[config.mk]
export PLATFORM = sky130hd
export DESIGN_NAME = status_report_frame_parser_flat
export DESIGN_NICKNAME = d
export VERILOG_FILES = /design/src/hw/rtl/srfp_pkg.sv /design/src/hw/rtl/srfp_rx_if.sv /design/src/hw/rtl/srfp_res_if.sv /design/src/hw/rtl/srfp_parser.sv /design/src/hw/rtl/status_report_frame_parser.sv /design/src/flat_wrapper.sv
export SDC_FILE = /design/constraint.sdc
export NUM_CORES = 1
export LEC_CHECK = 0
export BUFFER_PORTS_ARGS = -buffer_cell sky130_fd_sc_hd__buf_2
export CAP_MARGIN = 30
export CORE_MARGIN = 2
export CORE_UTILIZATION = 53
export CTS_CLUSTER_SIZE = 14
export DETAILED_ROUTE_END_ITERATION = 8
export PLACE_DENSITY = 0.7
export SYNTH_ARGS = -nofsm -noshare
export SYNTH_HDL_FRONTEND = slang
export SYNTH_SLANG_ARGS = --single-unit
[constraint.sdc]
create_clock -name clk -period 6 [get_ports clk]
set_clock_uncertainty 0.2 [all_clocks]
set_input_delay 0.9 -clock clk [delete_from_list [all_inputs] [get_ports clk]]
set_output_delay 0.9 -clock clk [all_outputs]
set_load 0.01 [all_outputs]
[src/hw/rtl/srfp_pkg.sv]
// ----------------------------------------------------------------------------
// srfp_pkg
// Types, codes and the CRC-16/MODBUS byte update for the status report
// frame parser.
// ----------------------------------------------------------------------------
package srfp_pkg;

  localparam int NUM_VALUES = 7;

  localparam logic [7:0] SYNC_BYTE       = 8'hFE;
  localparam logic [7:0] CMD_SPEED_ACK   = 8'h21;
  localparam logic [7:0] CMD_AUTO_ACK    = 8'h23;
  localparam logic [7:0] CMD_REPORT      = 8'h25;
  localparam logic [7:0] MIN_REPORT_LEN  = 8'd3;
  localparam logic [7:0] FULL_REPORT_LEN = 8'd11;

  localparam logic [15:0] CRC_INIT = 16'hFFFF;
  localparam logic [15:0] CRC_POLY = 16'hA001;

  typedef enum logic [1:0] {
    PH_HUNT,
    PH_SYNC1,
    PH_LEN,
    PH_BODY
  } phase_t;

  typedef enum logic [1:0] {
    KIND_SPEED_ACK,
    KIND_AUTO_ACK,
    KIND_REPORT,
    KIND_UNKNOWN
  } kind_t;

  typedef enum logic [1:0] {
    ST_OK,
    ST_BAD_CMD,
    ST_SHORT,
    ST_CRC_ERR
  } status_t;

  typedef logic [NUM_VALUES-1:0][7:0] values_t;

  typedef struct packed {
    kind_t   kind;
    status_t status;
    logic    updated;
    values_t values;
  } result_t;

  function automatic logic [15:0] crc_feed(input logic [15:0] crc, input logic [7:0] b);
    logic [15:0] c;
    c = crc ^ {8'h00, b};
    for (int i = 0; i < 8; i++) begin
      c = c[0] ? ((c >> 1) ^ CRC_POLY) : (c >> 1);
    end
    return c;
  endfunction

  localparam logic [15:0] CRC_AFTER_SYNC = crc_feed(crc_feed(CRC_INIT, SYNC_BYTE), SYNC_BYTE);

endpackage

[src/hw/rtl/srfp_rx_if.sv]
// ----------------------------------------------------------------------------
// srfp_rx_if
// Received byte channel: one serial byte per request.
// ----------------------------------------------------------------------------
interface srfp_rx_if;
  logic       valid;
  logic       ready;
  logic [7:0] rx_byte;

  modport source (output valid, output rx_byte, input ready);
  modport sink (input valid, input rx_byte, output ready);
endinterface

[src/hw/rtl/srfp_res_if.sv]
// ----------------------------------------------------------------------------
// srfp_res_if
// Frame result channel: one request per completed frame.
// ----------------------------------------------------------------------------
interface srfp_res_if;
  logic              valid;
  logic              ready;
  logic [1:0]        frame_kind;
  logic [1:0]        frame_status;
  logic              values_updated;
  logic signed [7:0] speed_x;
  logic signed [7:0] speed_y;
  logic signed [7:0] turn_rate;
  logic [7:0]        motor_state;
  logic [7:0]        motor_fault;
  logic [7:0]        battery_tenths;
  logic [7:0]        enable_state;

  modport source (
    output valid, output frame_kind, output frame_status, output values_updated,
    output speed_x, output speed_y, output turn_rate, output motor_state,
    output motor_fault, output battery_tenths, output enable_state,
    input ready
  );
  modport sink (
    input valid, input frame_kind, input frame_status, input values_updated,
    input speed_x, input speed_y, input turn_rate, input motor_state,
    input motor_fault, input battery_tenths, input enable_state,
    output ready
  );
endinterface

[src/hw/rtl/srfp_parser.sv]
// ----------------------------------------------------------------------------
// srfp_parser
// Frame state, running CRC and report value store; takes one byte per step
// and flags a completed frame together with its result.
// ----------------------------------------------------------------------------
module srfp_parser import srfp_pkg::*; (
  input  logic       clk,
  input  logic       rst,
  input  logic       step,
  input  logic [7:0] rx_byte,
  output logic       done,
  output result_t    result
);

  phase_t          phase, phase_next;
  logic [7:0]      frame_length, frame_length_next;
  logic [7:0]      bytes_left, bytes_left_next;
  logic [15:0]     crc, crc_next;
  logic [1:0][7:0] held, held_next;
  logic [7:0]      command_code, command_code_next;
  values_t         capture, capture_next;
  values_t         report_values, report_values_next;

  logic [7:0]  k;
  logic [7:0]  left_dec;
  logic [2:0]  cap_idx;
  logic [15:0] rx_crc;

  assign k        = frame_length - bytes_left;
  assign left_dec = bytes_left - 8'd1;
  assign cap_idx  = 3'(k - 8'd1);

  always_comb begin
    phase_next         = phase;
    frame_length_next  = frame_length;
    bytes_left_next    = bytes_left;
    crc_next           = crc;
    held_next          = held;
    command_code_next  = command_code;
    capture_next       = capture;
    report_values_next = report_values;
    rx_crc             = 16'h0000;
    done               = 1'b0;
    result.kind        = KIND_UNKNOWN;
    result.status      = ST_OK;
    result.updated     = 1'b0;

    case (phase)
      PH_HUNT: begin
        if (rx_byte == SYNC_BYTE) phase_next = PH_SYNC1;
      end
      PH_SYNC1: begin
        if (rx_byte == SYNC_BYTE) begin
          phase_next = PH_LEN;
          crc_next   = CRC_AFTER_SYNC;
        end else begin
          phase_next = PH_HUNT;
        end
      end
      PH_LEN: begin
        frame_length_next = rx_byte;
        bytes_left_next   = rx_byte;
        crc_next          = crc_feed(crc, rx_byte);
        held_next         = '0;
        if (rx_byte == 8'd0) begin
          done          = 1'b1;
          result.kind   = KIND_UNKNOWN;
          result.status = ST_SHORT;
        end else begin
          phase_next = PH_BODY;
        end
      end
      PH_BODY: begin
        if (k == 8'd0) command_code_next = rx_byte;
        if (k inside {[8'd1:8'd7]}) capture_next[cap_idx] = rx_byte;
        if (k >= 8'd2) crc_next = crc_feed(crc, held[0]);
        held_next[0]    = held[1];
        held_next[1]    = rx_byte;
        bytes_left_next = left_dec;
        rx_crc          = {held_next[0], held_next[1]};
        if (left_dec == 8'd0) begin
          done = 1'b1;
          if (command_code_next == CMD_SPEED_ACK) begin
            result.kind = KIND_SPEED_ACK;
          end else if (command_code_next == CMD_AUTO_ACK) begin
            result.kind = KIND_AUTO_ACK;
          end else if (command_code_next != CMD_REPORT) begin
            result.kind   = KIND_UNKNOWN;
            result.status = ST_BAD_CMD;
          end else begin
            result.kind = KIND_REPORT;
            if (frame_length < MIN_REPORT_LEN) begin
              result.status = ST_SHORT;
            end else if (rx_crc != crc_next) begin
              result.status = ST_CRC_ERR;
            end else if (frame_length >= FULL_REPORT_LEN) begin
              result.updated     = 1'b1;
              report_values_next = capture_next;
            end
          end
        end
      end
      default: phase_next = PH_HUNT;
    endcase

    if (done) begin
      phase_next = PH_HUNT;
      crc_next   = CRC_INIT;
    end
    result.values = report_values_next;
  end

  always_ff @(posedge clk) begin
    if (rst) begin
      phase         <= PH_HUNT;
      frame_length  <= 8'd0;
      bytes_left    <= 8'd0;
      crc           <= CRC_INIT;
      held          <= '0;
      command_code  <= 8'd0;
      report_values <= '0;
    end else if (step) begin
      phase         <= phase_next;
      frame_length  <= frame_length_next;
      bytes_left    <= bytes_left_next;
      crc           <= crc_next;
      held          <= held_next;
      command_code  <= command_code_next;
      report_values <= report_values_next;
    end
  end

  // capture entries are always written within a frame before commit
  always_ff @(posedge clk) begin
    if (step) capture <= capture_next;
  end

endmodule

[src/hw/rtl/status_report_frame_parser.sv]
// ----------------------------------------------------------------------------
// status_report_frame_parser
// Sync hunting, length-framed command parser with CRC-16/MODBUS check on
// status reports and a store of the last committed report values.
// ----------------------------------------------------------------------------
// Takes one received byte per clock when the result side keeps up: a byte
// passes an input register, one pass through the parser (frame state and an
// eight-step CRC byte update) and, if it ends a frame, lands in the result
// register. The single per-byte parser pass sets the rate of one byte a
// cycle; a held result stalls the parser only while a byte is waiting behind
// it. The value fields always show the committed report values as of the
// frame that produced the result.
module status_report_frame_parser import srfp_pkg::*; (
  input logic     clk,
  input logic     rst,
  srfp_rx_if.sink   rx,
  srfp_res_if.source res
);

  logic       in_valid;
  logic [7:0] in_byte;
  logic       advance;
  logic       done;
  result_t    result;
  logic       res_valid;
  result_t    res_q;

  assign advance  = in_valid && (!res_valid || res.ready);
  assign rx.ready = !in_valid || advance;

  always_ff @(posedge clk) begin
    if (rst) begin
      in_valid <= 1'b0;
    end else if (rx.valid && rx.ready) begin
      in_valid <= 1'b1;
    end else if (advance) begin
      in_valid <= 1'b0;
    end
  end

  always_ff @(posedge clk) begin
    if (rx.valid && rx.ready) in_byte <= rx.rx_byte;
  end

  srfp_parser u_parser (
    .clk     (clk),
    .rst     (rst),
    .step    (advance),
    .rx_byte (in_byte),
    .done    (done),
    .result  (result)
  );

  always_ff @(posedge clk) begin
    if (rst) begin
      res_valid <= 1'b0;
    end else if (advance && done) begin
      res_valid <= 1'b1;
    end else if (res.ready) begin
      res_valid <= 1'b0;
    end
  end

  always_ff @(posedge clk) begin
    if (advance && done) res_q <= result;
  end

  assign res.valid          = res_valid;
  assign res.frame_kind     = res_q.kind;
  assign res.frame_status   = res_q.status;
  assign res.values_updated = res_q.updated;
  assign res.speed_x        = $signed(res_q.values[0]);
  assign res.speed_y        = $signed(res_q.values[1]);
  assign res.turn_rate      = $signed(res_q.values[2]);
  assign res.motor_state    = res_q.values[3];
  assign res.motor_fault    = res_q.values[4];
  assign res.battery_tenths = res_q.values[5];
  assign res.enable_state   = res_q.values[6];

  a_update_only_good_report: assert property (@(posedge clk) disable iff (rst)
    res.valid && res.values_updated |->
      res.frame_kind == KIND_REPORT && res.frame_status == ST_OK)
    else $error("value commit on a frame that is not a good report");

  a_unknown_never_ok: assert property (@(posedge clk) disable iff (rst)
    res.valid && res.frame_kind == KIND_UNKNOWN |-> res.frame_status != ST_OK)
    else $error("unknown frame reported as ok");

  a_stalled_byte_held: assert property (@(posedge clk) disable iff (rst)
    in_valid && !advance |=> in_valid && $stable(in_byte))
    else $error("waiting byte lost from input register");

  a_ready_when_empty: assert property (@(posedge clk) disable iff (rst)
    !in_valid |-> rx.ready)
    else $error("input not ready with empty input register");

endmodule
[src/flat_wrapper.sv]
// flat-port wrapper written by rule: the top's interface ports become plain ports
module status_report_frame_parser_flat import srfp_pkg::*;
  (clk, rst, rx_valid, rx_rx_byte, rx_ready, res_valid, res_frame_kind, res_frame_status, res_values_updated, res_speed_x, res_speed_y, res_turn_rate, res_motor_state, res_motor_fault, res_battery_tenths, res_enable_state, res_ready);
  srfp_rx_if rx_i ();
  srfp_res_if res_i ();
  input logic clk;
  input logic rst;
  input wire logic [$bits(rx_i.valid)-1:0] rx_valid;
  input wire logic [$bits(rx_i.rx_byte)-1:0] rx_rx_byte;
  output wire logic [$bits(rx_i.ready)-1:0] rx_ready;
  output wire logic [$bits(res_i.valid)-1:0] res_valid;
  output wire logic [$bits(res_i.frame_kind)-1:0] res_frame_kind;
  output wire logic [$bits(res_i.frame_status)-1:0] res_frame_status;
  output wire logic [$bits(res_i.values_updated)-1:0] res_values_updated;
  output wire logic [$bits(res_i.speed_x)-1:0] res_speed_x;
  output wire logic [$bits(res_i.speed_y)-1:0] res_speed_y;
  output wire logic [$bits(res_i.turn_rate)-1:0] res_turn_rate;
  output wire logic [$bits(res_i.motor_state)-1:0] res_motor_state;
  output wire logic [$bits(res_i.motor_fault)-1:0] res_motor_fault;
  output wire logic [$bits(res_i.battery_tenths)-1:0] res_battery_tenths;
  output wire logic [$bits(res_i.enable_state)-1:0] res_enable_state;
  input wire logic [$bits(res_i.ready)-1:0] res_ready;
  assign rx_i.valid = rx_valid;
  assign rx_i.rx_byte = rx_rx_byte;
  assign rx_ready = rx_i.ready;
  assign res_valid = res_i.valid;
  assign res_frame_kind = res_i.frame_kind;
  assign res_frame_status = res_i.frame_status;
  assign res_values_updated = res_i.values_updated;
  assign res_speed_x = res_i.speed_x;
  assign res_speed_y = res_i.speed_y;
  assign res_turn_rate = res_i.turn_rate;
  assign res_motor_state = res_i.motor_state;
  assign res_motor_fault = res_i.motor_fault;
  assign res_battery_tenths = res_i.battery_tenths;
  assign res_enable_state = res_i.enable_state;
  assign res_i.ready = res_ready;
  status_report_frame_parser u_core (.clk(clk), .rst(rst), .rx(rx_i), .res(res_i));
endmodule
After elaboration in Yosys (flattened, before gate mapping)
Cells that the tools add are included.
{"block": "classes", "n_lt_le_gt_ge": 7, "bitwise_logic": 20, "n_addsub": 3, "n_eq_ne": 11, "n_div": 0, "n_reduce_logical": 24, "shift": 0, "n_mux": 63, "mul": 0}
{"op": "$mux 56", "count": 9}
{"op": "$mux 16", "count": 20}
{"op": "$bwmux 56", "count": 1}
{"op": "$not 2->3", "count": 16}
{"op": "$pmux 16 s3", "count": 1}
{"op": "$pmux 16 s2", "count": 1}
{"op": "$xor 16x8->16", "count": 2}
{"op": "$demux 8 s3", "count": 1}
{"op": "$logic_not 8->1", "count": 3}
{"op": "$mux 8", "count": 3}
{"op": "$mux 2", "count": 9}
{"op": "$eq 8x6->1 const B", "count": 2}
{"op": "$ne 16x16->1", "count": 1}
{"op": "$pmux 8 s2", "count": 1}
{"op": "$mux 1", "count": 10}
{"op": "$mux 3", "count": 3}
{"op": "$ne 3x2->1 const B", "count": 3}
{"op": "$eq 8x8->1 const B", "count": 1}
{"op": "$ge 8x1->1 const B", "count": 1}
{"op": "$ge 8x2->1 const B", "count": 1}
{"op": "$ge 8x4->1 const B", "count": 1}
{"op": "$le 8x3->1 const B", "count": 1}
{"op": "$lt 8x2->1 const B", "count": 1}
{"op": "$ne 8x6->1 const B", "count": 1}
{"op": "other kinds (22)", "count": 35}
{"block": "totals", "regBits": 241, "out_inout_bits": 63, "in_bits": 12, "mem_bits_rw": 0, "n_memories": 0, "romBits": 0, "latchBits": 0}

Depth between registers and ports, before layout
Gate-level depths: netlist of run 1.
{"block": "logic_depth", "depth_word": 27, "ltp_mapped": 15, "ltp_nobuf": 12}

Cells and area by module
A second synthesis of run 1 with hierarchy kept.
{"block": "hier_totals", "hier_cells": 1010, "area_unflattened_um2": 11806.3}
{"module": "srfp_parser", "seq_area_each_um2": 3963.8, "cells_each": 930, "instances": 1, "area_each_um2": 9631.7}
{"module": "status_report_frame_parser", "seq_area_each_um2": 2112.0, "cells_each": 80, "instances": 1, "area_each_um2": 2174.6}

Least setup slack after synthesis of run 1
No wires, ideal clock.
{"block": "synth_path", "kind": "register -> register", "from": "reg u_core.u_parser.bytes_left[0]", "to": "reg u_core.res_q, in the netlist u_core.res.battery_tenths[0], enable pin", "setup_slack_ns": 2.002, "t_arrival_ns": 3.383, "t_required_ns": 5.385, "stages_incl_launch_ff": 12, "period_less_slack_ns": 3.998, "cell_sequence": "dfxtp_1 > inv_1 > ha_1 > or3b_1 > nor3_1 > xnor2_1 > and3_1 > clkbuf_1 > or2_2 > clkbuf_1 > nand2_1 > inv_1"}
{"block": "synth_via", "elab_chain_len": 5}
{"element": "from (decl)", "line": "srfp_parser.sv:17", "text": "logic [7:0] bytes_left, bytes_left_next;"}
{"element": "from (signal assigned)", "line": "srfp_parser.sv:125", "text": "bytes_left <= bytes_left_next;"}
{"element": "$sub 8x1->8", "line": "srfp_parser.sv:30", "text": "assign left_dec = bytes_left - 8'd1;"}
{"element": "$logic_not 8->1", "line": "srfp_parser.sv:81", "text": "if (left_dec == 8'd0) begin"}
{"element": "$mux 1", "line": "srfp_parser.sv:81"}
{"element": "$pmux 1 s2", "line": "srfp_parser.sv:48", "text": "case (phase)"}
{"element": "$logic_and 1x1->1", "line": "status_report_frame_parser.sv:65", "text": "if (advance && done) res_q <= result;"}
{"element": "to (signal assigned)", "line": "status_report_frame_parser.sv:65"}
{"element": "to (decl)", "line": "status_report_frame_parser.sv:26", "text": "result_t res_q;"}
Every way passes these cells.
A chain may end at the register's enable or synchronous reset.

==> results.md, run 1 <==
* Clock slew at reported path FFs at roughly 0.070 ns
* Slew headroom at 36.2%
* Post-Syn Instances at 1019
* Combinational family with the most area after synthesis: multiplexers
* Gpl congestion at slightly above 0.9
* EDFF count, synth at 125
* Adder-cell share of the synthesized area at 2.02%
* Worst setup SP type: register
* CTS tree: done
* Max FO, Critical Path at 57
* Via/cell ratio at 5.71
* Fmax at just over 200 MHz
* Vias in the first global route at roughly 7700
* Placed Area at around 12000 um^2
* Worst Path Class, Setup: reg2reg
* Num CTS Buffers at 26
* ANT nets after route at 0
* Initial antenna violation count at 0
* # diodes at 0
* Chip height at 151 um
* Worst slack, placed at 1.27 ns
* Asr flop ratio synth at 0%
* Sw Ratio at 21.6%
* Count leader, synth: nand2_1
* List of most frequent post-synthesis cells: 166 x nand2_1, 125 x edfxtp_1, 116 x dfxtp_1, 76 x mux2_2, 66 x mux2i_1
* I/O pin cnt at 75
* Die area at 22900 um^2
* DRC Markers at 0
* Post-synthesis cell area at about 12000 um^2
* Register Area at 6080 um^2
* DPL Wire Length at 16.2 mm
* TNS Setup at 0 ns
* Starting Density at 54.4%
* Hold Vio Cnt, Final at 0
* Vias at 7855
* Post-synthesis mux area share at between 10% and 20%
* Maxcap violations at 0
* Tightest Pin Transition at ~0.96 ns
* Power Density at 273 nW/um^2
* First-pass GRT wire length at 41.7 mm
* Fin Hold WS at ~0.25 ns
* Syn_area_per_cell at approximately 11 um^2
* Initial DRC count at 566
* I/O Buffers at 74
* Grt ovf at 0
* Post-Synth XOR/XNOR Area at 5.25%
* Crit path DAT at 4.94 ns
* Power share of the combinational group at about 2.2%
* P_sw at 0.000770 W
* Post-CTS Resized at 0
* Root Driver: clkbuf_16
* Cell variety after synth at 68
* Post-route cell area at 13000 um^2
* Worst hold path type: reg2reg
* Peak supply drop at 247 uV
* CTS sink cnt at around 240
* Fin crit period at 4.85 ns
* Clk_lat worst skew at 0.55 ns
* Total leakage power at 4.57 nW
* Compound-Gate Fraction of Synth Area at between 8 and 9%
* #FFs+latches synth at 241
* Post-Syn Nets at 1049
* Routed wire length at approximately 26 mm
* Leading area contributor after synthesis: edfxtp_1
* Final setup viols at 0
* Largest net degree at the start of global routing at 59
* Synth Area in Simple Gates at 11.6%
* Post-CTS setup buffer count at 0
* Maximum clock insertion buffer count at 3
* CP peak stage delay at ~0.67 ns
* Nets at about 1100
* Sequential fraction of the synthesis area at 52.8%
* CORE AREA at 21200 um^2
* H-Tree Depth at 1
* Most used cell, CP: buf_4
* Post-synth top area share at 32.6%
* RSZ-0062 raised after global routing: no
* Internal power at 0.00279 W
* Multi-input gate area at 5060 um^2
* Synth top area cells: edfxtp_1 33%, dfxtp_1 20%, mux2_2 7.4%
* Post-synth top flop: edfxtp_1
* Clk pwr share at 48.6%
* CP Cell Sequence: inv_1 > ha_1 > nor2b_1 > o21a_1 > nor4_1 > o22ai_1 > buf_4 > nor3_2 > mux2i_1 > o2111ai_1 > nor3_4 > buf_4 > mux2_2
* Layout area overhead at 13.4%
* Wire per inst at 19.2 um
* Critical Path RT at 6.09 ns
* Period utilization at around 80%
* Layout cell share with drive strength beyond 1 at 21.5%
* Fillers at 1713
* First-pass detailed-route iteration total at 5
* Total track usage at 23.3%
* Slowest CP cell: buf_4
* Die width at around 150 um
* CTS Hold Bufs at 0
* Status: completed
* Synth warnings at 0
* Flop pwr share at between 40% and 50%
* Final worst slack at 1.15 ns
* Row count at 53
* CP Capture Type: register
* Final slew viol count at 0
==> sequential cells by signal, summed over array words and instances (netlist names) <==
signal and cells:
u_core.u_parser.phase 2, u_core.res.speed_x 8, u_core.u_parser.frame_length 8, u_core.u_parser.report_values 56, u_core.in_byte 8, u_core.res.valid 1, u_core.u_parser.command_code 8, u_core.res.values_updated 1
u_core.u_parser.held 16, u_core.u_parser.bytes_left 8, u_core.in_valid 1, u_core.u_parser.crc 16, u_core.res.battery_tenths 8, u_core.res.enable_state 8, u_core.res.speed_y 8, u_core.res.motor_state 8
u_core.res.frame_kind 2, u_core.res.frame_status 2, u_core.u_parser.capture 56, u_core.res.turn_rate 8, u_core.res.motor_fault 8
==> cell usage in the layout, fill, tap and decap left out, types with 32 or more instances in the layout <==
cell and n:
mux2_2 76, mux2i_1 66, buf_2 74, a21oi_1 53, xnor2_1 32, edfxtp_1 125, mux2_1 36, dfxtp_1 116
nand2_1 166, nor2_1 47
==> cell type report <==
| cell class | count | share of cell area (%) |
|---|---|---|
| multi-input cells | 695 | 38.8 |
| clock buffers | 32 | 5.56 |
| flip-flops and latches | 241 | 46.6 |
| inverters | 26 | 0.758 |
| clock inverters | 16 | 1.66 |
| well taps | 275 | 2.64 |
| repair buffers | 91 | 4.01 |
==> power groups by stage <==
stage / Sequential, W / Combinational, W / Clock (W)
after global placement: 0.00179 / 0.0000754 / 0
after detailed placement: 0.00179 / 0.0000775 / 0
after global routing: 0.00175 / 0.0000860 / 0.00181
final: 0.00176 / 0.0000782 / 0.00173
after CTS: 0.00175 / 0.0000779 / 0.00176
after floorplan: 0.00176 / 0.0000685 / 0
==> stage by stage <==
step	utilization, %	cells	power [W]
2_1_floorplan	-	1019	0.00183
3_3_place_gp	56.9	1320	0.00187
3_5_place_dp	57.2	1327	0.00187
4_1_cts	61.6	1375	0.00359
5_1_grt	61.6	1376	0.00365
6_report	61.6	1376	0.00356
==> layer usage <==
metal / track usage [%] / wire length, um / share of wire, % / vias to the layer above
met5: 0 / 0 / 0 / -
met4: 5.89 / 546 / 2.1 / 0
met3: 3.25 / 1320 / 5.0 / 38
met2: 38.5 / 12400 / 47 / 225
met1: 32.5 / 12100 / 46 / 3830
li1: - / - / - / 3762
==> path summary, 6_finish.rpt <==
path | endpoint | slack [ns] | from | cells past startpoint
min reg2reg | u_core.u_parser.report_values[50] | 0.25 | u_core.u_parser.report_values[50] | 2
max reg2reg | u_core.res.turn_rate[2] | 1.15 | u_core.u_parser.bytes_left[2] | 13
max | u_core.res.turn_rate[2] | 1.15 | u_core.u_parser.bytes_left[2] | 13
min | u_core.u_parser.report_values[50] | 0.25 | u_core.u_parser.report_values[50] | 2
==> cells by family (layout without fill, tap and decap cells) <==
logic type	Yosys count	in the layout
buffers and inverters	83	165
AND/OR/NAND/NOR	288	288
multiplexers	178	178
XOR/XNOR	63	63
flip-flops	241	241
AO/OA/AOI/OAI	148	148
adder cells (fa/ha/maj)	18	18
==> critical path, delay by kind of cell, from the launching register on <==
| family | cells | cell delay (ns) |
|---|---|---|
| buffers and inverters | 3 | 0.99 |
| and+or+nand+nor | 4 | 1.08 |
| muxes | 2 | 0.82 |
| AOI/OAI and AO/OA | 3 | 0.65 |
| adders and majority gates | 1 | 0.33 |
| DFF | 1 | 0.41 |
(Power assumes the default switching activity.)
==> inputs of run 2 (changes only) <==
==> constraint.sdc (replaced) <==
create_clock -name clk -period 5 [get_ports clk]
set_clock_uncertainty 0.2 [all_clocks]
set_input_delay 0.75 -clock clk [delete_from_list [all_inputs] [get_ports clk]]
set_output_delay 0.75 -clock clk [all_outputs]
set_load 0.01 [all_outputs]
==> run 2 against run 1 <==
- critical path type unchanged
- sequential cell count is the same
- global-route usage shrank 0.23 points
- routed wire length shrank 1.9%
- setup slack lost 0.57 ns
- sequential share of layout area is essentially flat
- largest cell class unchanged
- critical endpoint is now u_core.res.speed_y[7]
- worst hold slack lost 0.052 ns
- highest routed layer unchanged
- total power grew 17%
- combinational power grew 42%
==> results.md, run 2 (synthesis gave the netlist of run 1 again) <==
* Total leakage power at approximately 4.6 nW
* Post-route cell area at 13000 um^2
* RSZ-0062 raised after global routing: no
* H-Tree Depth at 1
* Layout cell share with drive strength beyond 1 at 21.4%
* Maximum clock insertion buffer count at 3
* Root Driver: clkbuf_16
* CP Capture Type: register
* Total chip power at 0.00417 W
* Placed Area at 12200 um^2
* Post-CTS setup buffer count at 0
* Die width at about 150 um
* Nets at 1118
* ANT nets after route at 0
* Busiest metal layer after global routing: met2
* Commonest cells after routing, fill and taps aside: 166 x nand2_1, 125 x edfxtp_1, 116 x dfxtp_1, 76 x mux2_2, 74 x buf_2
* CTS Hold Bufs at 0
* Layout area overhead at 13.5%
* Die area at between 20000 and 25000 um^2
* Power Density at about 320 nW/um^2
* Row count at 53
* Worst hold path type: in2reg
* Wire per inst at 18.7 um
* Via/cell ratio at approximately 5.7
* Worst setup SP type: register
* Vias in the first global route at 7897
* M1 GR Usage at 31.0%
* TNS Setup at 0 ns
* Chip height at about 150 um
* Fin Hold WS at 0.202 ns
* DPL Wire Length at between 15 and 20 mm
* CTS sink cnt at 241
* # diodes at 0
* Largest net degree at the start of global routing at 59
* Largest registers: u_core.u_parser.capture x56, u_core.u_parser.report_values x56
* Worst slack, placed at 0.605 ns
* Critical Path RT at 5.06 ns
* Initial antenna violation count at 0
* I/O Buffers at 74
* Post-CTS Resized at 0
* Routed wire length at ~26 mm
* Final slew viol count at 0
* Fin crit period at ~4.4 ns
* DRC Markers at 0
* CTS tree: done
* First-pass GRT wire length at 41.5 mm
* Slew headroom at 36.7%
* Final worst slack at 0.578 ns
* Commonest non-fill, non-tap cell in the layout: nand2_1
* Number of cells on the worst hold path at 1
* Starting Density at 54.4%
* Worst r2r path cells at 13
* Num CTS Buffers at 26
* Clk_lat worst skew at about 0.52 ns
* Tightest Pin Transition at ~0.95 ns
* Fmax at roughly 230 MHz
* Status: completed
* GRT met2 Usage at 39.2%
* Period utilization at 88.4%
* First-pass detailed-route iteration total at 7
* Final setup viols at 0
* Max FO, Critical Path at 21
* Clock slew at reported path FFs at 0.06 ns
* Crit path DAT at 4.48 ns
* Worst Path Class, Setup: reg2reg
* Vias at 7919
* Total track usage at 23.1%
* Maxcap violations at 0
* I/O pin cnt at 75
* GR met3 Demand/Resource at 3.46%
* Gpl congestion at 0.901
* Peak supply drop at roughly 280 uV
* Initial DRC count at 563
* Grt ovf at 0
* CORE AREA at 21200 um^2
* Hold Vio Cnt, Final at 0
run 2: routing by layer:
| metal | up-vias | wire length [um] | share of wire (%) |
|---|---|---|---|
| met4 | 0 | 495 | 1.9 |
| met1 | 3878 | 11500 | 44 |
| li1 | 3783 | - | - |
| met3 | 44 | 1420 | 5.5 |
| met2 | 214 | 12500 | 48 |
| met5 | - | 0 | 0 |
run 2: area by class of cell:
cell class | instances | area [um^2]
multi-input combinational | 695 | 5050
clock buffer | 34 | 712
clock inverter | 12 | 163
fill | 1656 | 8110
inverter | 26 | 98.8
timing repair buffer | 98 | 601
tap | 275 | 344
sequential | 241 | 6080
run 2: through the flow:
stage | instances | utilization (%)
CTS | 1381 | 61.7
finish | 1381 | 61.7
global placement | 1334 | 57.5
global route | 1381 | 61.7
detailed placement | 1335 | 57.6
floorplan | 1019 | -
run 2: worst paths after layout:
path | slack (ns) | from | to
max | 0.58 | u_core.u_parser.frame_length[0] | u_core.res.speed_y[7]
min | 0.20 | rx_rx_byte[0] | u_core.in_byte[0]
max reg2reg | 0.58 | u_core.u_parser.frame_length[0] | u_core.res.speed_y[7]
min reg2reg | 0.25 | u_core.u_parser.report_values[51] | u_core.u_parser.report_values[51]
run 2: power by group:
part | internal [W] | total [W] | switching, W
logic | 0.0000368 | 0.000111 | 0.0000744
registers | 0.00207 | 0.00209 | 0.0000238
clock network | 0.00120 | 0.00196 | 0.000761
total | 0.00331 | 0.00417 | 0.000859
run 2: worst max-delay path, stage by stage (launching register included):
cell,delay [ns]
dfxtp_1,0.35
inv_1,0.07
ha_1,0.22
fa_1,0.58
inv_1,0.07
ha_1,0.19
nand3b_1,0.16
or3_1,0.40
or4_1,0.41
nor4bb_1,0.14
nand4bb_1,0.34
nor3_4,0.28
buf_4,0.35
mux2_1,0.39
